$ cat src/rtl/core/i2c_ras_pkg.sv
// Shared types and constants for the I2C register access sequencer.
`default_nettype none

package i2c_ras_pkg;

	localparam int unsigned ADDR_W  = 7;
	localparam int unsigned BYTE_W  = 8;
	localparam int unsigned WORD_W  = 16;
	localparam int unsigned CFG_IDX_W = 1;

	localparam logic [ADDR_W-1:0] DEV0_ADDR_RST = 7'h41;
	localparam logic [ADDR_W-1:0] DEV1_ADDR_RST = 7'h40;

	localparam logic [CFG_IDX_W-1:0] CFG_DEV0_ADDR = 1'b0;
	localparam logic [CFG_IDX_W-1:0] CFG_DEV1_ADDR = 1'b1;

	localparam logic [1:0] DEV_SEL_ZERO = 2'd0;

	localparam logic [1:0] ACK_KEEP    = 2'd0;
	localparam logic [1:0] ACK_ENABLE  = 2'd1;
	localparam logic [1:0] ACK_DISABLE = 2'd2;

	typedef enum logic [1:0] {
		OP_WRITE  = 2'd0,
		OP_READ   = 2'd1,
		OP_STATUS = 2'd2,
		OP_ERROR  = 2'd3
	} op_t;

	typedef enum logic [3:0] {
		ST_IDLE   = 4'd0,
		ST_W_PTR  = 4'd1,
		ST_W_HIGH = 4'd2,
		ST_W_LOW  = 4'd3,
		ST_W_END  = 4'd4,
		ST_R_PTR  = 4'd5,
		ST_R_ADDR = 4'd6,
		ST_R_HIGH = 4'd7,
		ST_R_LOW  = 4'd8
	} seq_state_t;

	typedef struct packed {
		op_t               op;
		logic [1:0]        device_sel;
		logic [BYTE_W-1:0] reg_index;
		logic [WORD_W-1:0] write_data;
		logic [3:0]        status_bits;
		logic [3:0]        error_bits;
		logic [BYTE_W-1:0] rx_byte;
	} item_t;

	typedef struct packed {
		logic              cmd_rejected;
		logic              drive_valid;
		logic [BYTE_W-1:0] drive_byte;
		logic              start_req;
		logic              stop_req;
		logic [1:0]        ack_ctrl;
		logic              read_done;
		logic [WORD_W-1:0] read_value;
		logic              busy_res;
		logic              bus_error;
	} result_t;

endpackage

`default_nettype wire

$ cat src/rtl/core/i2c_ras_cfg.sv
// Device address registers written through the configuration port.
`default_nettype none

module i2c_ras_cfg (
	input  wire logic                              clk,
	input  wire logic                              arst_n,
	input  wire logic                              cfg_we,
	input  wire logic [i2c_ras_pkg::CFG_IDX_W-1:0] cfg_index,
	input  wire logic [i2c_ras_pkg::ADDR_W-1:0]    cfg_data,
	output logic      [i2c_ras_pkg::ADDR_W-1:0]    dev0_addr,
	output logic      [i2c_ras_pkg::ADDR_W-1:0]    dev1_addr
);
	import i2c_ras_pkg::*;

	logic [ADDR_W-1:0] dev0_addr_q;
	logic [ADDR_W-1:0] dev1_addr_q;

	always_ff @(posedge clk or negedge arst_n) begin
		if (!arst_n) begin
			dev0_addr_q <= DEV0_ADDR_RST;
			dev1_addr_q <= DEV1_ADDR_RST;
		end else if (cfg_we) begin
			unique case (cfg_index)
				CFG_DEV0_ADDR: dev0_addr_q <= cfg_data;
				CFG_DEV1_ADDR: dev1_addr_q <= cfg_data;
				default: ;
			endcase
		end
	end

	assign dev0_addr = dev0_addr_q;
	assign dev1_addr = dev1_addr_q;

endmodule

`default_nettype wire

$ cat src/rtl/core/i2c_ras_seq.sv
// Transaction state machine: one step per item, result computed combinationally.
`default_nettype none

module i2c_ras_seq (
	input  wire logic                           clk,
	input  wire logic                           arst_n,
	input  wire logic                           step_en,
	input  wire i2c_ras_pkg::item_t             item,
	input  wire logic [i2c_ras_pkg::ADDR_W-1:0] dev0_addr,
	input  wire logic [i2c_ras_pkg::ADDR_W-1:0] dev1_addr,
	output i2c_ras_pkg::result_t                result
);
	import i2c_ras_pkg::*;

	seq_state_t        state_q, state_d;
	logic              pend_q, pend_d;
	logic              err_q, err_d;
	logic [BYTE_W-1:0] addr_byte_q, addr_byte_d;
	logic [ADDR_W-1:0] target_q, target_d;
	logic [BYTE_W-1:0] ptr_q, ptr_d;
	logic [BYTE_W-1:0] tx_high_q, tx_high_d;
	logic [BYTE_W-1:0] tx_low_q, tx_low_d;
	logic [BYTE_W-1:0] rx_high_q, rx_high_d;

	always_ff @(posedge clk or negedge arst_n) begin
		if (!arst_n) begin
			state_q <= ST_IDLE;
			pend_q  <= 1'b0;
			err_q   <= 1'b0;
		end else if (step_en) begin
			state_q <= state_d;
			pend_q  <= pend_d;
			err_q   <= err_d;
		end
	end

	// payload only, always written before it is read
	always_ff @(posedge clk) begin
		if (step_en) begin
			addr_byte_q <= addr_byte_d;
			target_q    <= target_d;
			ptr_q       <= ptr_d;
			tx_high_q   <= tx_high_d;
			tx_low_q    <= tx_low_d;
			rx_high_q   <= rx_high_d;
		end
	end

	always_comb begin
		state_d     = state_q;
		pend_d      = pend_q;
		err_d       = err_q;
		addr_byte_d = addr_byte_q;
		target_d    = target_q;
		ptr_d       = ptr_q;
		tx_high_d   = tx_high_q;
		tx_low_d    = tx_low_q;
		rx_high_d   = rx_high_q;
		result      = '0;

		unique case (item.op)
			OP_WRITE, OP_READ: begin
				if (state_q != ST_IDLE || item.device_sel[1]) begin
					result.cmd_rejected = 1'b1;
				end else begin
					target_d    = (item.device_sel == DEV_SEL_ZERO) ? dev0_addr : dev1_addr;
					addr_byte_d = {target_d, 1'b0};
					ptr_d       = item.reg_index;
					err_d       = 1'b0;
					result.start_req = 1'b1;
					if (item.op == OP_WRITE) begin
						tx_high_d = item.write_data[WORD_W-1:BYTE_W];
						tx_low_d  = item.write_data[BYTE_W-1:0];
						pend_d    = 1'b0;
						state_d   = ST_W_PTR;
					end else begin
						pend_d  = 1'b1;
						state_d = ST_R_PTR;
					end
				end
			end
			OP_STATUS: begin
				if (state_q != ST_IDLE) begin
					// lowest set status bit wins
					priority if (item.status_bits[0]) begin
						result.drive_valid = 1'b1;
						result.drive_byte  = addr_byte_q;
					end else if (item.status_bits[1]) begin
						if (state_q == ST_R_ADDR) begin
							state_d = ST_R_HIGH;
							result.ack_ctrl = ACK_ENABLE;
						end
					end else if (item.status_bits[2]) begin
						unique case (state_q)
							ST_W_PTR: begin
								result.drive_valid = 1'b1;
								result.drive_byte  = ptr_q;
								state_d = ST_W_HIGH;
							end
							ST_W_HIGH: begin
								result.drive_valid = 1'b1;
								result.drive_byte  = tx_high_q;
								state_d = ST_W_LOW;
							end
							ST_W_LOW: begin
								result.drive_valid = 1'b1;
								result.drive_byte  = tx_low_q;
								state_d = ST_W_END;
							end
							ST_R_PTR: begin
								result.drive_valid = 1'b1;
								result.drive_byte  = ptr_q;
								state_d = ST_W_END;
							end
							ST_W_END: begin
								result.stop_req = 1'b1;
								if (pend_q) begin
									// stop and restart with the read address
									pend_d      = 1'b0;
									addr_byte_d = {target_q, 1'b1};
									result.start_req = 1'b1;
									state_d = ST_R_ADDR;
								end else begin
									state_d = ST_IDLE;
								end
							end
							default: ;
						endcase
					end else if (item.status_bits[3]) begin
						if (state_q == ST_R_HIGH) begin
							rx_high_d = item.rx_byte;
							result.ack_ctrl = ACK_DISABLE;
							result.stop_req = 1'b1;
							state_d = ST_R_LOW;
						end else if (state_q == ST_R_LOW) begin
							result.read_done  = 1'b1;
							result.read_value = {rx_high_q, item.rx_byte};
							state_d = ST_IDLE;
						end
					end else begin
						// no status flag set: ignored
					end
				end
			end
			OP_ERROR: begin
				result.stop_req = item.error_bits[0];
				err_d   = 1'b1;
				pend_d  = 1'b0;
				state_d = ST_IDLE;
			end
			default: ;
		endcase

		result.busy_res  = (state_d != ST_IDLE);
		result.bus_error = err_d;
	end

endmodule

`default_nettype wire

$ cat src/rtl/core/i2c_register_access_sequencer.sv
// Top level: input stage, sequencer step and result register with stream handshakes.
// An accepted item is registered; its result then enters the result register.
// Throughput: one item per cycle; the two-stage pipeline advances whenever the
// result register is empty or being taken, and s_tready follows that directly.
// Reset (arst_n low, asynchronous): pipeline emptied, sequencer idle, error flag
// cleared, device addresses back to 0x41 and 0x40. No clearing pass.
`default_nettype none

module i2c_register_access_sequencer (
	input  wire logic        clk,
	input  wire logic        arst_n,
	// configuration write port
	input  wire logic        cfg_we,
	input  wire logic [0:0]  cfg_index,
	input  wire logic [6:0]  cfg_data,
	// item input
	input  wire logic        s_tvalid,
	output logic             s_tready,
	// s_tdata, low bit up: device_sel[1:0], reg_index[9:2], write_data[25:10],
	// status_bits[29:26], error_bits[33:30], rx_byte[41:34], zero fill [47:42]
	input  wire logic [47:0] s_tdata,
	// s_tuser: op[1:0]
	input  wire logic [1:0]  s_tuser,
	// result output
	output logic             m_tvalid,
	input  wire logic        m_tready,
	// m_tdata, low bit up: cmd_rejected[0], drive_valid[1], drive_byte[9:2],
	// start_req[10], stop_req[11], ack_ctrl[13:12], read_done[14],
	// read_value[30:15], busy_res[31], bus_error[32], zero fill [39:33]
	output logic [39:0]      m_tdata
);
	import i2c_ras_pkg::*;

	logic              valid_s1;
	item_t             item_s1;
	logic              valid_s2;
	result_t           result_s2;
	result_t           step_result;
	logic              advance;
	logic [ADDR_W-1:0] dev0_addr;
	logic [ADDR_W-1:0] dev1_addr;

	// pipeline moves when the result register is free or its transfer completes
	assign advance  = !valid_s2 || m_tready;
	assign s_tready = !valid_s1 || advance;

	always_ff @(posedge clk or negedge arst_n) begin
		if (!arst_n) begin
			valid_s1 <= 1'b0;
			valid_s2 <= 1'b0;
		end else begin
			if (s_tready) begin
				valid_s1 <= s_tvalid;
			end
			if (advance) begin
				valid_s2 <= valid_s1;
			end
		end
	end

	// input register: capture the transfer fields
	always_ff @(posedge clk) begin
		if (s_tvalid && s_tready) begin
			item_s1.op          <= op_t'(s_tuser);
			item_s1.device_sel  <= s_tdata[1:0];
			item_s1.reg_index   <= s_tdata[9:2];
			item_s1.write_data  <= s_tdata[25:10];
			item_s1.status_bits <= s_tdata[29:26];
			item_s1.error_bits  <= s_tdata[33:30];
			item_s1.rx_byte     <= s_tdata[41:34];
		end
	end

	// result register
	always_ff @(posedge clk) begin
		if (advance && valid_s1) begin
			result_s2 <= step_result;
		end
	end

	i2c_ras_cfg u_cfg (
		.clk       (clk),
		.arst_n    (arst_n),
		.cfg_we    (cfg_we),
		.cfg_index (cfg_index),
		.cfg_data  (cfg_data),
		.dev0_addr (dev0_addr),
		.dev1_addr (dev1_addr)
	);

	// sequencer state steps exactly when its result enters the result register
	i2c_ras_seq u_seq (
		.clk       (clk),
		.arst_n    (arst_n),
		.step_en   (advance && valid_s1),
		.item      (item_s1),
		.dev0_addr (dev0_addr),
		.dev1_addr (dev1_addr),
		.result    (step_result)
	);

	assign m_tvalid = valid_s2;
	assign m_tdata  = {7'b0, result_s2.bus_error, result_s2.busy_res, result_s2.read_value,
		result_s2.read_done, result_s2.ack_ctrl, result_s2.stop_req, result_s2.start_req,
		result_s2.drive_byte, result_s2.drive_valid, result_s2.cmd_rejected};

endmodule

`default_nettype wire

$ cat config.mk
export PLATFORM = sky130hd
export DESIGN_NAME = i2c_register_access_sequencer
export DESIGN_NICKNAME = d
export VERILOG_FILES = /design/src/rtl/core/i2c_ras_pkg.sv /design/src/rtl/core/i2c_ras_cfg.sv /design/src/rtl/core/i2c_ras_seq.sv /design/src/rtl/core/i2c_register_access_sequencer.sv
export SDC_FILE = /design/constraint.sdc
export NUM_CORES = 1
export LEC_CHECK = 0
export BUFFER_PORTS_ARGS = -buffer_cell sky130_fd_sc_hd__buf_4
export CORE_ASPECT_RATIO = 0.5
export CORE_UTILIZATION = 55
export CTS_CLUSTER_DIAMETER = 120
export CTS_CLUSTER_SIZE = 20
export DETAILED_ROUTE_END_ITERATION = 8
export HOLD_SLACK_MARGIN = 0.03
export PLACE_DENSITY = 0.77
export SETUP_SLACK_MARGIN = 0.3
export SKIP_LAST_GASP = 1
export SYNTH_ARGS = -nofsm -noshare
export SYNTH_HDL_FRONTEND = slang
export SYNTH_SLANG_ARGS = --single-unit
$ cat constraint.sdc
create_clock -name clk -period 3.4 [get_ports clk]
set_input_delay 0.17 -clock clk [delete_from_list [all_inputs] [get_ports clk]]
set_output_delay 0.17 -clock clk [all_outputs]
set_load 0.05 [all_outputs]
==> metrics.txt, run 1 <==
status=completed; share of layout cells above drive strength 1=0.324; wl on met1=4730 um; Die X=144 um; hold_ws=0.193 ns; worst vdd ir=0.463 mV; Starting Density=0.577; row cnt=25; initial antenna violation count=0; first-pass GRT wire length=18600 um; setup TNS=0 ns; Die ar.=10500 um2; Max Root-Sink Buffers=2; main flop type after synthesis=edfxtp_1; clock transition at the registers of the reported paths=0.06 ns; total gr overflow=0; drt drc=0; CORE AREA=9630 um2; worst min path class=primary input to asynchronous set/reset pin; Slew Limit Fails=0; Startpoint Class=flop; metal3 WL=599 um; standby leakage power=2.88 nW; final WL=12000 um; sequential fraction of the synthesis area=0.753; Clk Latency, worst-skew pair=0.43 ns; synthesized cell area=5560 um2; Met2 Wirelength=6260 um; CP Capture Type=flop; DR vias/cell=5.48; fin crit share=0.764; Post-CTS Setup Bufs=0; per-cell routed wire length=18.6 um; #FFs+latches synth=143; Ant. Diodes=0; Slew @ Worst Pin=1.00 ns; worst path arrival time=2.75 ns; buffer type at the clock tree root=clkbuf_16; clk_skew=0.0134 ns; async set or reset register ratio after synthesis=0.154; Antenna Nets Post-Route=0; count leader, synth=edfxtp_1; syn_area_per_cell=16.0 um2; Syn Inst Count=347; Yosys top cell by area=edfxtp_1; largest net degree at the start of global routing=42; largest family of logic cells by synthesized area=simple AND/OR/NAND/NOR gates; DR vias=3549; synth cell count leaders=edfxtp_1, mux2_2, nor2_1; Final min period=2.60 ns; RSZ-0062 raised after global routing=no; Ports=105; Worst EP required=3.55 ns; maxcap violations=0; Synth Area in Simple Gates=0.0977; Rel. slew slack=0.332; compound-cell area share of the yosys netlist=0.0594; PortBufs=88; PostCTS Resize Cnt=0; crit path kind=flop to flop; PwrDens=646 nW/um2; Synth cell types=48; Post-synth EDFFs=121; first-iteration detailed-routing DRC count=309; H-tree levels=4; leading post-synthesis cells by cell area=edfxtp_1, dfrtp_1, mux2_2, and2_1, a222oi_1; top-area cell type share of the netlist area=0.653; Final Hold Viols=0; clock sink total=143; XOR/XNOR Fraction of Synth Area=0; Overall Global Routing Usage=0.252; Synth Warn #=0; multiplexer share of the synthesized area=0.0626; die height=73.1 um; Max Fclk=385 MHz; GPL Wtd Cong=0.831; CTS Hold Buffers Added=51; first-pass iteration count of the detailed router=5; Final nets=563; vias in the first global route=3661; adder and majority cell fraction of the synthesized area=0; half-perimeter wire length after placement=7070 um; Syn-to-layout area delta=35.6%; total CTS buffers=17; DR top layer=met4; TritonCTS clock tree=yes; # setup viols final=0; CP Max Fanout=16
## worst max-delay path, cell delays in order (launching register included)
cell	delay [ns]
edfxtp_1	0.62
or4b_1	0.58
a31oi_1	0.23
a21oi_1	0.11
a211o_1	0.29
or4_1	0.51
## sequential cells by signal, indices dropped and copies added (netlist names)
name               cells
item_s1               41
m_tdata               33
u_seq.addr_byte_q      8
u_seq.ptr_q            8
u_seq.rx_high_q        8
u_seq.tx_high_q        8
u_seq.tx_low_q         8
u_cfg.dev0_addr        7
u_cfg.dev1_addr        7
u_seq.target_q         7
u_seq.state_q          4
m_tvalid               1
u_seq.err_q            1
u_seq.pend_q           1
valid_s1               1
## power breakdown
part | switching [mW] | internal, mW | leakage, nW
logic | 0.406 | 0.302 | 1.17
registers | 0.108 | 2.07 | 1.41
clock network | 0.797 | 1.19 | 0.309
total | 1.31 | 3.56 | 2.88
## per-layer routing
layer	track usage	vias to the layer above
li1	-	1618
met1	0.277	1745
met2	0.438	146
met3	0.0696	40
met4	0.167	0
met5	0	-
## layout make-up
class	count	area [um2]
fill	568	2090
multi-input combinational	180	1260
timing repair buffer	152	1270
clock inverter	15	209
clock buffer	17	425
tap	135	169
sequential	143	4190
inverter	6	22.5
## metrics by stage
step | util | instance area, um2 | total power [mW] | setup WS (ns) | cells
after CTS | 0.783 | 7540 | 4.87 | 0.829 | 648
after detailed placement | 0.664 | 6400 | 2.85 | 0.825 | 565
after global routing | 0.783 | 7540 | 5.01 | 0.723 | 648
after floorplan | - | 5580 | 2.63 | 0.335 | 353
after global placement | 0.664 | 6400 | 2.83 | 0.870 | 565
final | 0.783 | 7540 | 4.87 | 0.804 | 648
## cells by family after synthesis
logic type             after synthesis
and+or+nand+nor                     96
buffers and inverters               30
other                                1
DFF                                143
AOI/OAI and AO/OA                   46
muxes                               31
## final timing paths
path	endpoint	startpoint	depth (start not counted)	slack, ns
max in group asynchronous	u_cfg.dev1_addr[6]$_DFFE_PN1P_	arst_n	2	2.92
min in group clk	u_cfg.dev0_addr[3]$_DFFE_PN0P_	cfg_index	3	0.26
hold / removal	u_cfg.dev0_addr[3]$_DFFE_PN0P_	arst_n	2	0.19
hold reg to reg	u_seq.ptr_q[7]$_DFFE_PP_	item_s1[39]$_DFFE_PP_	0	0.42
setup reg to reg	m_tdata[31]$_DFFE_PP_	item_s1[12]$_DFFE_PP_	5	0.80
setup / recovery	m_tdata[31]$_DFFE_PP_	item_s1[12]$_DFFE_PP_	5	0.80
## cells in the final DEF, fill, tap and decap left out, drive strengths merged, types with 3 or more instances in the layout
cell type,count
a21oi,10
a222oi,8
a2bb2oi,9
and2,18
buf,101
bufinv,3
clkbuf,17
conb,7
dfrtp,19
dfstp,3
dlygate4sd3,51
edfxtp,121
inv,16
mux2,30
nand2,14
nand2b,8
nor2,20
nor2b,4
nor3,9
nor4,4
o21ai,9
or4,4
No activity file was read; power rests on OpenSTA's default activity.
==> run 2: changes to the inputs <==
--- a/config.mk
+++ b/config.mk
@@ -7,12 +7,12 @@
 export LEC_CHECK = 0
 export BUFFER_PORTS_ARGS = -buffer_cell sky130_fd_sc_hd__buf_4
 export CORE_ASPECT_RATIO = 0.5
-export CORE_UTILIZATION = 55
+export CORE_UTILIZATION = 49
 export CTS_CLUSTER_DIAMETER = 120
 export CTS_CLUSTER_SIZE = 20
 export DETAILED_ROUTE_END_ITERATION = 8
 export HOLD_SLACK_MARGIN = 0.03
-export PLACE_DENSITY = 0.77
+export PLACE_DENSITY = 0.73
 export SETUP_SLACK_MARGIN = 0.3
 export SKIP_LAST_GASP = 1
 export SYNTH_ARGS = -nofsm -noshare
==> constraint.sdc (replaced) <==
create_clock -name clk -period 2.1 [get_ports clk]
set_input_delay 0.105 -clock clk [delete_from_list [all_inputs] [get_ports clk]]
set_output_delay 0.105 -clock clk [all_outputs]
set_load 0.05 [all_outputs]
==> run 2 against run 1 <==
The run now ends with DRC, setup timing left. Critical endpoint unchanged. Critical path depth unchanged. Routed wire length increased by 14%. Via count increased by 8.6%.
==> metrics.txt, run 2 (same netlist as run 1, synthesis figures left out) <==
status=finished with violations; failing checks=DRC, setup timing; CP Capture Type=flop; row cnt=27; first-iteration detailed-routing DRC count=376; Net Sw Frac=0.283; hold_ws=0.127 ns; initial antenna violation count=0; dpl ws=-0.0954 ns; setup ws final=-0.0579 ns; most common cell after layout, fill and taps aside=buf_4; most frequent cells in the layout=buf_4, edfxtp_1, dlygate4sd3_1, mux2_2; clk_skew=0.0104 ns; share of layout cells above drive strength 1=0.459; Overall Global Routing Usage=0.238; Flop pwr share=0.429; Die X=153 um; first-pass iteration count of the detailed router=9; PwrDens=977 nW/um2; crit path kind=flop to flop; Placement Cell Area=6670 um2; CP Max Fanout=2; final WL=13700 um; Largest Register=item_s1; max reg flops=41; total gr overflow=0; vias in the first global route=3850; per-cell routed wire length=19.5 um; RSZ-0062 raised after global routing=yes; Final nets=608; post-route cell area=8300 um2; standby leakage power=3.22 nW; GPL Wtd Cong=0.867; worst path arrival time=2.31 ns; Max Root-Sink Buffers=2; clock transition at the registers of the reported paths=0.07 ns; Syn-to-layout area delta=49.3%; Antenna Nets Post-Route=0; clock sink total=143; Final min period=2.16 ns; DR vias=3855; fin crit share=1.03; largest net degree at the start of global routing=42; drt drc=7; Ports=105; Logic pwr share=0.208; worst-case reg-to-reg path depth=5; Net Sw Power=2.30 mW; TritonCTS clock tree=yes; # setup viols final=1; die height=77.3 um; Startpoint Class=flop; maxcap violations=0; total CTS buffers=17; Worst EP required=2.25 ns; CORE AREA=11000 um2; half-perimeter wire length after placement=7100 um; DR vias/cell=5.48; worst min path class=primary input to asynchronous set/reset pin; Final Total Pwr=8.11 mW; first-pass GRT wire length=20600 um; Final Hold Viols=0; Ant. Diodes=0; Slew Limit Fails=0; buffer type at the clock tree root=clkbuf_16; Critical R2R Launch=item_s1[13]$_DFFE_PP_; worst vdd ir=0.574 mV; clock network power share=0.363; post-layout util=0.754; Int Power=5.81 mW; Clk Latency, worst-skew pair=0.42 ns; Die ar.=11800 um2; R2R Path End=m_tdata[31]$_DFFE_PP_; PortBufs=88; Rel. slew slack=0.535; H-tree levels=4; Starting Density=0.505; Max Fclk=463 MHz; Slew @ Worst Pin=0.696 ns; Reg2Reg Setup Slack=-0.06 ns
run 2: worst max-delay path by stage:
stage / start / endpoint / slack (ns) / cells past startpoint
2_1_floorplan: u_seq.state_q[0]$_DFFE_PN0P_ / u_seq.tx_high_q[0]$_DFFE_PP_ / 0.03 / 4
3_3_place_gp: u_seq.state_q[3]$_DFFE_PN0P_ / u_seq.addr_byte_q[7]$_DFFE_PP_ / -0.07 / 6
3_5_place_dp: u_seq.state_q[3]$_DFFE_PN0P_ / u_seq.addr_byte_q[7]$_DFFE_PP_ / -0.1 / 6
4_1_cts: item_s1[13]$_DFFE_PP_ / m_tdata[31]$_DFFE_PP_ / -0.02 / 5
5_1_grt: u_seq.state_q[1]$_DFFE_PN0P_ / m_tdata[31]$_DFFE_PP_ / -0.09 / 6
6_report: item_s1[13]$_DFFE_PP_ / m_tdata[31]$_DFFE_PP_ / -0.06 / 5
run 2: layout make-up:
type	instances	area, um2
flip-flops and latches	143	4190
fillers	593	2710
repair buffers	197	1810
multi-input cells	180	1520
clock buffers	17	425
well taps	145	181
clock inverters	15	145
inverters	6	26.3
run 2: worst max-delay path: stages, from the launching register on:
cell      delay (ns)
edfxtp_1        0.42
or4b_4          0.57
a31oi_4         0.19
a21oi_1         0.08
nor2b_1         0.14
or4_1           0.49
run 2: through the flow:
stage	std cells	setup TNS [ns]
final	703	-0.0579
after global routing	703	-0.122
after CTS	695	-0.0227
after detailed placement	592	-1.18
after global placement	592	-0.597
after floorplan	353	0
run 2: power by group through the flow:
| stage | Combinational [mW] | Clock, mW | Sequential, mW |
|---|---|---|---|
| 3_3_place_gp | 1.18 | 0 | 3.51 |
| 6_report | 1.69 | 2.95 | 3.47 |
| 4_1_cts | 1.53 | 2.93 | 3.46 |
| 5_1_grt | 1.77 | 3.09 | 3.49 |
| 3_5_place_dp | 1.19 | 0 | 3.52 |
| 2_1_floorplan | 0.666 | 0 | 3.65 |
run 2: per-layer routing:
metal / wire [um] / track usage / up-vias
met5: 0 / 0 / -
met3: 950 / 0.0582 / 34
met4: 315 / 0.104 / 0
li1: - / - / 1711
met1: 5340 / 0.289 / 1885
met2: 7090 / 0.411 / 225
run 2: timing repair:
| action | 4_1_cts | 5_1_grt |
|---|---|---|
| hold buffers | 52 | 0 |
| gates cloned | 2 | 2 |
| pin swaps | 14 | 12 |
| gates resized for setup | 34 | 25 |
| hold endpoints to repair | 79 | 0 |
| buffers inserted | 17 | 6 |
| endpoints found under the setup margin | 77 | 105 |
